`config.mk`:
```
export PLATFORM = sky130hd
export DESIGN_NAME = response_packet_deframer_flat
export DESIGN_NICKNAME = d
export VERILOG_FILES = /design/src/sv/rpd_pkg.sv /design/src/sv/rpd_in_if.sv /design/src/sv/rpd_out_if.sv /design/src/sv/response_packet_deframer.sv /design/src/flat_wrapper.sv
export SDC_FILE = /design/constraint.sdc
export NUM_CORES = 1
export LEC_CHECK = 0
export BUFFER_PORTS_ARGS = -buffer_cell sky130_fd_sc_hd__buf_2
export CORE_MARGIN = 3
export CORE_UTILIZATION = 40
export CTS_CLUSTER_DIAMETER = 100
export CTS_CLUSTER_SIZE = 14
export DETAILED_ROUTE_END_ITERATION = 10
export PLACE_DENSITY = 0.64
export SYNTH_ARGS = -nofsm -noshare
export SYNTH_HDL_FRONTEND = slang
export SYNTH_SLANG_ARGS = --single-unit
```
`constraint.sdc`:
```
create_clock -name clk -period 5.95 [get_ports clk]
set_input_delay 0.595 -clock clk [delete_from_list [all_inputs] [get_ports clk]]
set_output_delay 0.595 -clock clk [all_outputs]
set_load 0.005 [all_outputs]
```
`src/sv/rpd_pkg.sv`:
```
`default_nettype none
package rpd_pkg;

	localparam int unsigned BYTE_W   = 8;
	localparam int unsigned OFFSET_W = 17;
	localparam int unsigned LEN_W    = 16;
	localparam int unsigned TICK_W   = 16;

	// Frame markers and codes
	localparam logic [BYTE_W-1:0] START_BYTE     = 8'hEF;
	localparam logic [BYTE_W-1:0] SECOND_BYTE    = 8'h01;
	localparam logic [BYTE_W-1:0] ACK_ID         = 8'h07;
	localparam logic [BYTE_W-1:0] TIMEOUT_STATUS = 8'hFF;

	// Fixed header positions
	localparam logic [OFFSET_W-1:0] POS_HUNT    = 17'd0;
	localparam logic [OFFSET_W-1:0] POS_SECOND  = 17'd1;
	localparam logic [OFFSET_W-1:0] POS_IDENT   = 17'd6;
	localparam logic [OFFSET_W-1:0] POS_LEN_HI  = 17'd7;
	localparam logic [OFFSET_W-1:0] POS_LEN_LO  = 17'd8;
	localparam logic [OFFSET_W-1:0] HEADER_LEN  = 17'd9;

	localparam logic [TICK_W-1:0] TIMEOUT_RESET = 16'd3000;

	typedef enum logic {
		KIND_BYTE = 1'b0,
		KIND_TICK = 1'b1
	} item_kind_t;

endpackage
`default_nettype wire

```
`src/sv/rpd_in_if.sv`:
```
`default_nettype none
interface rpd_in_if;
	logic                         valid;
	logic                         ready;
	logic                         kind;
	logic [rpd_pkg::BYTE_W-1:0]   byte_value;

	modport source (output valid, output kind, output byte_value, input ready);
	modport sink   (input valid, input kind, input byte_value, output ready);
endinterface
`default_nettype wire

```
`src/sv/rpd_out_if.sv`:
```
`default_nettype none
interface rpd_out_if;
	logic                           valid;
	logic                           ready;
	logic [rpd_pkg::BYTE_W-1:0]     byte_out;
	logic [rpd_pkg::OFFSET_W-1:0]   offset;
	logic                           packet_done;
	logic [rpd_pkg::BYTE_W-1:0]     packet_id;
	logic                           timed_out;
	logic [rpd_pkg::BYTE_W-1:0]     status_code;

	modport source (output valid, output byte_out, output offset, output packet_done,
		output packet_id, output timed_out, output status_code, input ready);
	modport sink   (input valid, input byte_out, input offset, input packet_done,
		input packet_id, input timed_out, input status_code, output ready);
endinterface
`default_nettype wire

```
`src/sv/response_packet_deframer.sv`:
```
// Response packet deframer.
// in_ch carries one item per received UART byte (kind 0, byte_value) or per
// time tick (kind 1). out_ch carries one result per kept packet byte, with its
// offset from the 0xEF start byte, the packet identifier and the latched
// acknowledge status; packet_done marks the last byte of a packet. A tick that
// brings the tick count up to timeout_ticks aborts any packet and gives a
// result with timed_out set and status 0xFF.
// A result passes through the input register and then the output register
// to out_ch. One item per cycle while out_ch is not stalled; the state update
// for an item is done in the single stage between the two registers.
// cfg_wr_en/cfg_wr_data write timeout_ticks; write it only while idle.
// Reset clears the framer to hunting, the tick count, identifier and status
// to zero, and timeout_ticks to 3000. Both registers are emptied.
// When the receiver stalls, the output register holds its result and the
// input register still takes one more item; then in_ch.ready drops until
// out_ch.ready returns. Items that give no result never wait on out_ch.
`default_nettype none
module response_packet_deframer (
	input  wire logic                          clk,
	input  wire logic                          arst_n,
	rpd_in_if.sink                             in_ch,
	rpd_out_if.source                          out_ch,
	input  wire logic                          cfg_wr_en,
	input  wire logic [rpd_pkg::TICK_W-1:0]    cfg_wr_data
);

	// input register
	logic                          valid_s1;
	logic                          kind_s1;
	logic [rpd_pkg::BYTE_W-1:0]    byte_s1;

	// framer state
	logic [rpd_pkg::OFFSET_W-1:0]  pos_q;
	logic [rpd_pkg::LEN_W-1:0]     len_q;
	logic [rpd_pkg::BYTE_W-1:0]    ident_q;
	logic [rpd_pkg::BYTE_W-1:0]    status_q;
	logic [rpd_pkg::BYTE_W-1:0]    capture_q;
	logic [rpd_pkg::TICK_W-1:0]    tick_q;
	logic [rpd_pkg::TICK_W-1:0]    timeout_q;

	// output register
	logic                          out_valid_q;
	logic [rpd_pkg::BYTE_W-1:0]    out_byte_q;
	logic [rpd_pkg::OFFSET_W-1:0]  out_offset_q;
	logic                          out_done_q;
	logic [rpd_pkg::BYTE_W-1:0]    out_id_q;
	logic                          out_tmo_q;
	logic [rpd_pkg::BYTE_W-1:0]    out_status_q;

	// next-state logic
	logic                          is_tick;
	logic [rpd_pkg::OFFSET_W-1:0]  tick_next;
	logic                          tmo_hit;
	logic                          keep_byte;
	logic                          second_bad;
	logic [rpd_pkg::BYTE_W-1:0]    ident_n;
	logic [rpd_pkg::LEN_W-1:0]     len_n;
	logic [rpd_pkg::BYTE_W-1:0]    capture_n;
	logic [rpd_pkg::OFFSET_W-1:0]  pos_inc;
	logic [rpd_pkg::OFFSET_W-1:0]  total;
	logic                          pkt_done;
	logic                          has_result;
	logic                          advance;
	logic                          out_load;

	// decode the item in the input register against the framer state
	always_comb begin
		is_tick    = (kind_s1 == rpd_pkg::KIND_TICK);
		tick_next  = {1'b0, tick_q} + 17'd1;
		tmo_hit    = (tick_next >= {1'b0, timeout_q});
		second_bad = (pos_q == rpd_pkg::POS_SECOND) && (byte_s1 != rpd_pkg::SECOND_BYTE);
		keep_byte  = !is_tick
			&& !((pos_q == rpd_pkg::POS_HUNT) && (byte_s1 != rpd_pkg::START_BYTE))
			&& !second_bad;

		ident_n   = (pos_q == rpd_pkg::POS_IDENT) ? byte_s1 : ident_q;
		len_n     = len_q;
		if (pos_q == rpd_pkg::POS_LEN_HI) begin
			len_n = {byte_s1, len_q[7:0]};
		end else if (pos_q == rpd_pkg::POS_LEN_LO) begin
			len_n = {len_q[15:8], byte_s1};
		end
		capture_n = (pos_q == rpd_pkg::HEADER_LEN) ? byte_s1 : capture_q;

		pos_inc  = pos_q + 17'd1;
		total    = {1'b0, len_n} + rpd_pkg::HEADER_LEN;
		pkt_done = (pos_q >= rpd_pkg::POS_LEN_LO) && (pos_inc >= total);

		has_result = valid_s1 && (is_tick ? tmo_hit : keep_byte);
		advance    = valid_s1 && (!has_result || !out_valid_q || out_ch.ready);
		out_load   = advance && has_result;
	end

	assign in_ch.ready = !valid_s1 || advance;

	// take an item whenever the input register is free or moving on
	always_ff @(posedge clk or negedge arst_n) begin
		if (!arst_n) begin
			valid_s1 <= 1'b0;
		end else if (in_ch.ready) begin
			valid_s1 <= in_ch.valid;
		end
	end

	always_ff @(posedge clk) begin
		if (in_ch.ready && in_ch.valid) begin
			kind_s1 <= in_ch.kind;
			byte_s1 <= in_ch.byte_value;
		end
	end

	// hold timeout register
	always_ff @(posedge clk or negedge arst_n) begin
		if (!arst_n) begin
			timeout_q <= rpd_pkg::TIMEOUT_RESET;
		end else if (cfg_wr_en) begin
			timeout_q <= cfg_wr_data;
		end
	end

	// advance framer state
	always_ff @(posedge clk or negedge arst_n) begin
		if (!arst_n) begin
			pos_q     <= rpd_pkg::POS_HUNT;
			len_q     <= '0;
			ident_q   <= '0;
			status_q  <= '0;
			capture_q <= '0;
			tick_q    <= '0;
		end else if (advance) begin
			if (is_tick) begin
				if (tmo_hit) begin
					pos_q    <= rpd_pkg::POS_HUNT;
					tick_q   <= '0;
					status_q <= rpd_pkg::TIMEOUT_STATUS;
				end else begin
					tick_q   <= tick_next[rpd_pkg::TICK_W-1:0];
				end
			end else if (second_bad) begin
				pos_q <= rpd_pkg::POS_HUNT;
			end else if (keep_byte) begin
				ident_q   <= ident_n;
				len_q     <= len_n;
				capture_q <= capture_n;
				if (pkt_done) begin
					pos_q  <= rpd_pkg::POS_HUNT;
					tick_q <= '0;
					if ((ident_n == rpd_pkg::ACK_ID) && (len_n != '0)) begin
						status_q <= capture_n;
					end
				end else begin
					pos_q <= pos_inc;
				end
			end
		end
	end

	// output register: load a result, drop it once taken
	always_ff @(posedge clk or negedge arst_n) begin
		if (!arst_n) begin
			out_valid_q <= 1'b0;
		end else if (out_load) begin
			out_valid_q <= 1'b1;
		end else if (out_ch.ready) begin
			out_valid_q <= 1'b0;
		end
	end

	always_ff @(posedge clk) begin
		if (out_load) begin
			out_tmo_q <= is_tick;
			if (is_tick) begin
				out_byte_q   <= '0;
				out_offset_q <= '0;
				out_done_q   <= 1'b0;
				out_id_q     <= ident_q;
				out_status_q <= rpd_pkg::TIMEOUT_STATUS;
			end else begin
				out_byte_q   <= byte_s1;
				out_offset_q <= pos_q;
				out_done_q   <= pkt_done;
				out_id_q     <= ident_n;
				out_status_q <= (pkt_done && (ident_n == rpd_pkg::ACK_ID) && (len_n != '0))
					? capture_n : status_q;
			end
		end
	end

	assign out_ch.valid       = out_valid_q;
	assign out_ch.byte_out    = out_byte_q;
	assign out_ch.offset      = out_offset_q;
	assign out_ch.packet_done = out_done_q;
	assign out_ch.packet_id   = out_id_q;
	assign out_ch.timed_out   = out_tmo_q;
	assign out_ch.status_code = out_status_q;

endmodule
`default_nettype wire

```
`src/flat_wrapper.sv`:
```
// flat-port wrapper written by rule: the top's interface ports become plain ports
module response_packet_deframer_flat 
  (clk, arst_n, cfg_wr_en, cfg_wr_data, in_ch_valid, in_ch_kind, in_ch_byte_value, in_ch_ready, out_ch_valid, out_ch_byte_out, out_ch_offset, out_ch_packet_done, out_ch_packet_id, out_ch_timed_out, out_ch_status_code, out_ch_ready);
  rpd_in_if in_ch_i ();
  rpd_out_if out_ch_i ();
  input  wire logic clk;
  input  wire logic arst_n;
  input  wire logic cfg_wr_en;
  input  wire logic [rpd_pkg::TICK_W-1:0] cfg_wr_data;
  input wire logic [$bits(in_ch_i.valid)-1:0] in_ch_valid;
  input wire logic [$bits(in_ch_i.kind)-1:0] in_ch_kind;
  input wire logic [$bits(in_ch_i.byte_value)-1:0] in_ch_byte_value;
  output wire logic [$bits(in_ch_i.ready)-1:0] in_ch_ready;
  output wire logic [$bits(out_ch_i.valid)-1:0] out_ch_valid;
  output wire logic [$bits(out_ch_i.byte_out)-1:0] out_ch_byte_out;
  output wire logic [$bits(out_ch_i.offset)-1:0] out_ch_offset;
  output wire logic [$bits(out_ch_i.packet_done)-1:0] out_ch_packet_done;
  output wire logic [$bits(out_ch_i.packet_id)-1:0] out_ch_packet_id;
  output wire logic [$bits(out_ch_i.timed_out)-1:0] out_ch_timed_out;
  output wire logic [$bits(out_ch_i.status_code)-1:0] out_ch_status_code;
  input wire logic [$bits(out_ch_i.ready)-1:0] out_ch_ready;
  assign in_ch_i.valid = in_ch_valid;
  assign in_ch_i.kind = in_ch_kind;
  assign in_ch_i.byte_value = in_ch_byte_value;
  assign in_ch_ready = in_ch_i.ready;
  assign out_ch_valid = out_ch_i.valid;
  assign out_ch_byte_out = out_ch_i.byte_out;
  assign out_ch_offset = out_ch_i.offset;
  assign out_ch_packet_done = out_ch_i.packet_done;
  assign out_ch_packet_id = out_ch_i.packet_id;
  assign out_ch_timed_out = out_ch_i.timed_out;
  assign out_ch_status_code = out_ch_i.status_code;
  assign out_ch_i.ready = out_ch_ready;
  response_packet_deframer u_core (.clk(clk), .arst_n(arst_n), .in_ch(in_ch_i), .out_ch(out_ch_i), .cfg_wr_en(cfg_wr_en), .cfg_wr_data(cfg_wr_data));
endmodule
```
==> results.cfg <==
[synth]
synth_top_area_share_pct = 25.73
async_flop_share_pct = 63.64
yosysMostFrequentCell = dfrtp_1
syn_nets = 834
syn-instance-count = 764
yosys-top-cells-count = dfrtp_1 (84), nand2_1 (64), edfxtp_1 (52)
synthFlopType = dfrtp_1
syn_area_per_cell_um2 = 10.69
synth_area_um2 = 8170
yosysTopAreaCell = dfrtp_1
ys_seq_area_share_pct = 47.09
ys_ff_latch = 143
yosysWarnings = 0
synth_edf_count = 52
synth_cell_types = 71
synth.area.top_cells = dfrtp_1 (26%), edfxtp_1 (19%), mux2_2 (6.9%)

[critical_path]
cpMaxStageDelayCell = or4_4
cp_cell_sequence = or4_4 > nor3_2 > nand2_2 > o21ai_0 > ha_1 > and2_1 > o22ai_1 > o211ai_1 > buf_4 > nand2_1 > nor3_1 > xor2_1 > ha_1 > nand4_1 > nor2_1 > a221oi_1 > a211oi_2 > nor3_2 > o21bai_2 > mux2_1
critPathMaxStageDelay_ns = 0.58
worst_ep_required_time_ns = 6.25
crit_buf_inv = 1
cp-start-kind = flip-flop
arrival_ns = 5.80
endpoint_kind = flip-flop
worstSetupPathType = reg2reg
critical-path-top-delay-family = simple AND/OR/NAND/NOR gates
cp_max_fo = 16

[sta]
fmax_mhz = 182.1
hold_viol = 0
relSlewSlack_pct = 34.09
slew_viol_final = 0
period_share_pct = 92.30
final.min_clock_period_ns = 5.492
setup_viol = 0
worstMarginPinSlew_ns = 0.9872
rsz0062_at_grt = false
clock_skew_ns = 0.009352
finalSetupTns_ns = 0
fin_hold_ws_ns = 0.1585

[clock_tree]
cts-root-buf = clkbuf_16
insertion_delay_ns = 0.42
clock_sinks = 143
cts_tree = done
h-tree-depth = 4
clockBufferDepth = 2
cts_inserted_buffers = 17
clk_pin_slew_worst_paths_ns = 0.06
postCtsHoldBufs = 0

[die]
die_h_um = 148.9
core_um2 = 19780
std_cell_rows = 51
start_util_pct = 41.30
die_area_um2 = 22180
io_pins = 75
die_w_um = 148.9

[min_path]
hold_path_class = in2async

[global_routing]
antenna_found_initial = 0
first_global_vias = 5849
grt_max_degree = 53
grt.overflow.total = 0
grt_pass1_wl_mm = 30.35
grtUsageTotal_pct = 17.24

[pwr]
power.density_nw_per_um2 = 306.2
vdd_ir_drop_max_mv = 0.2145
p_leak_uw = 0.004140

[routing]
drc = 0
ant_nets = 0
routed_wl_mm = 18.31
vias_per_cell = 5.314
firstDrtPassIters = 4
wl_per_cell_um = 16.49
vias = 5899
drtIter0Drc = 436

[cells_and_area]
drive_gt1_share_pct = 23.20
area_delta_synth_final_pct = 15.16
fillers = 1879
final_nets = 902
num_antenna_cells = 0

[run_status]
status = complete, no violations

[job]
maxCapViolations = 0

[place]
portBuffers = 74
dpl.hpwl_mm = 12.78
gp_congestion = 0.8309
## cell families after synthesis
group / count (synthesis) / share of synthesized area [%]
adders and majority gates: 40 / 6.126
DFF: 143 / 47.09
AOI/OAI and AO/OA: 112 / 10.00
buffers and inverters: 77 / 3.905
and+or+nand+nor: 269 / 17.76
xor gates and xnor gates: 48 / 5.145
muxes: 75 / 9.969
## worst paths after layout
kind                                                       from                               end  slack (ns)  cells after the start
worst min-delay path                                     arst_n    u_core.status_q[2]$_DFFE_PN0P_        0.16                      1
worst max-delay path               u_core.pos_q[11]$_DFFE_PN0P_      u_core.tick_q[1]$_DFFE_PN0P_        0.46                     20
worst min register to register  u_core.capture_q[0]$_DFFE_PN0P_   u_core.capture_q[0]$_DFFE_PN0P_        0.50                      1
worst max register to register     u_core.pos_q[11]$_DFFE_PN0P_      u_core.tick_q[1]$_DFFE_PN0P_        0.46                     20
min in group clk                                     in_ch_kind          u_core.is_tick$_DFFE_PP_        0.34                      1
max in group asynchronous                                arst_n  u_core.timeout_q[12]$_DFFE_PN0P_        4.69                      2
## per-stage QoR
stage | power (µW) | utilization, % | area [µm²] | instances | setup slack (ns)
finish | 2881 | 47.56 | 9409 | 1110 | 0.4583
global route | 3042 | 47.56 | 9409 | 1110 | 0.06027
CTS | 2908 | 47.46 | 9389 | 1108 | 0.1725
detailed placement | 1836 | 44.47 | 8796 | 1076 | 0.1998
global placement | 1830 | 44.47 | 8796 | 1076 | 0.3757
floorplan | 1640 | - | 8170 | 764 | 0.6882
## state kept, by name (all words and copies together), names as in the netlist
register / cells
u_core.out_ch.byte_out: 8
u_core.timeout_q: 16
u_core.out_ch.timed_out: 1
u_core.out_ch.offset: 17
u_core.len_q: 16
u_core.out_ch.valid: 1
u_core.out_ch.packet_done: 1
u_core.tick_q: 16
u_core.status_q: 8
u_core.pos_q: 17
u_core.ident_q: 8
u_core.valid_s1: 1
u_core.out_ch.packet_id: 8
u_core.byte_s1: 8
u_core.capture_q: 8
u_core.is_tick: 1
u_core.out_ch.status_code: 8
## layout by cell type, fill, tap and decap left out, drive strengths merged, types with 5 or more instances in the layout
| cell | Yosys | routed |
|---|---|---|
| buf | 11 | 90 |
| dfrtp | 84 | 84 |
| nand2 | 65 | 65 |
| edfxtp | 52 | 52 |
| mux2 | 51 | 51 |
| inv | 36 | 41 |
| ha | 40 | 40 |
| nor2 | 37 | 37 |
| nor2b | 32 | 32 |
| nand3 | 31 | 31 |
| o21ai | 30 | 30 |
| xnor2 | 29 | 29 |
| mux2i | 24 | 24 |
| clkbuf | 30 | 22 |
| xor2 | 19 | 19 |
| nor3 | 19 | 19 |
| nand4 | 18 | 18 |
| o211ai | 15 | 15 |
| a21oi | 14 | 14 |
| and3 | 11 | 11 |
| nand2b | 10 | 10 |
| and2 | 10 | 10 |
| nor4 | 9 | 9 |
| a2bb2oi | 8 | 8 |
| a22o | 7 | 7 |
| dfstp | 7 | 7 |
| a21o | 6 | 6 |
| a221o | 5 | 5 |
| or4 | 5 | 5 |
## cell type report
type	count	area (µm²)	share of cell area, %
multi-input cells	544	4009	42.61
flip-flops and latches	143	3847	40.89
clock buffers	22	496.7	5.279
repair buffers	90	493.0	5.239
well taps	265	331.6	3.524
inverters	36	135.1	1.436
clock inverters	10	96.34	1.024
## layer usage
layer  global-route usage (%)  up-vias  wire (µm)
met5                        0        -          0
met4                    5.721        0        270
met3                    3.707       23        975
met2                    28.17      146       8891
met1                    22.91     2835       8172
li1                         -     2895          -
## power breakdown
part / internal [µW] / switching, µW / leakage, µW
Clock: 641 / 418 / 0.000296
Sequential: 1120 / 85.2 / 0.00166
Combinational: 250 / 365 / 0.00219
Total: 2010 / 868 / 0.00414
## repair_timing
action                                  in CTS  in global routing
endpoints found under the setup margin       0                 46
setup buffers                                0                  2
resized for setup                            0                  1
No activity file was read; power rests on OpenSTA's default activity.
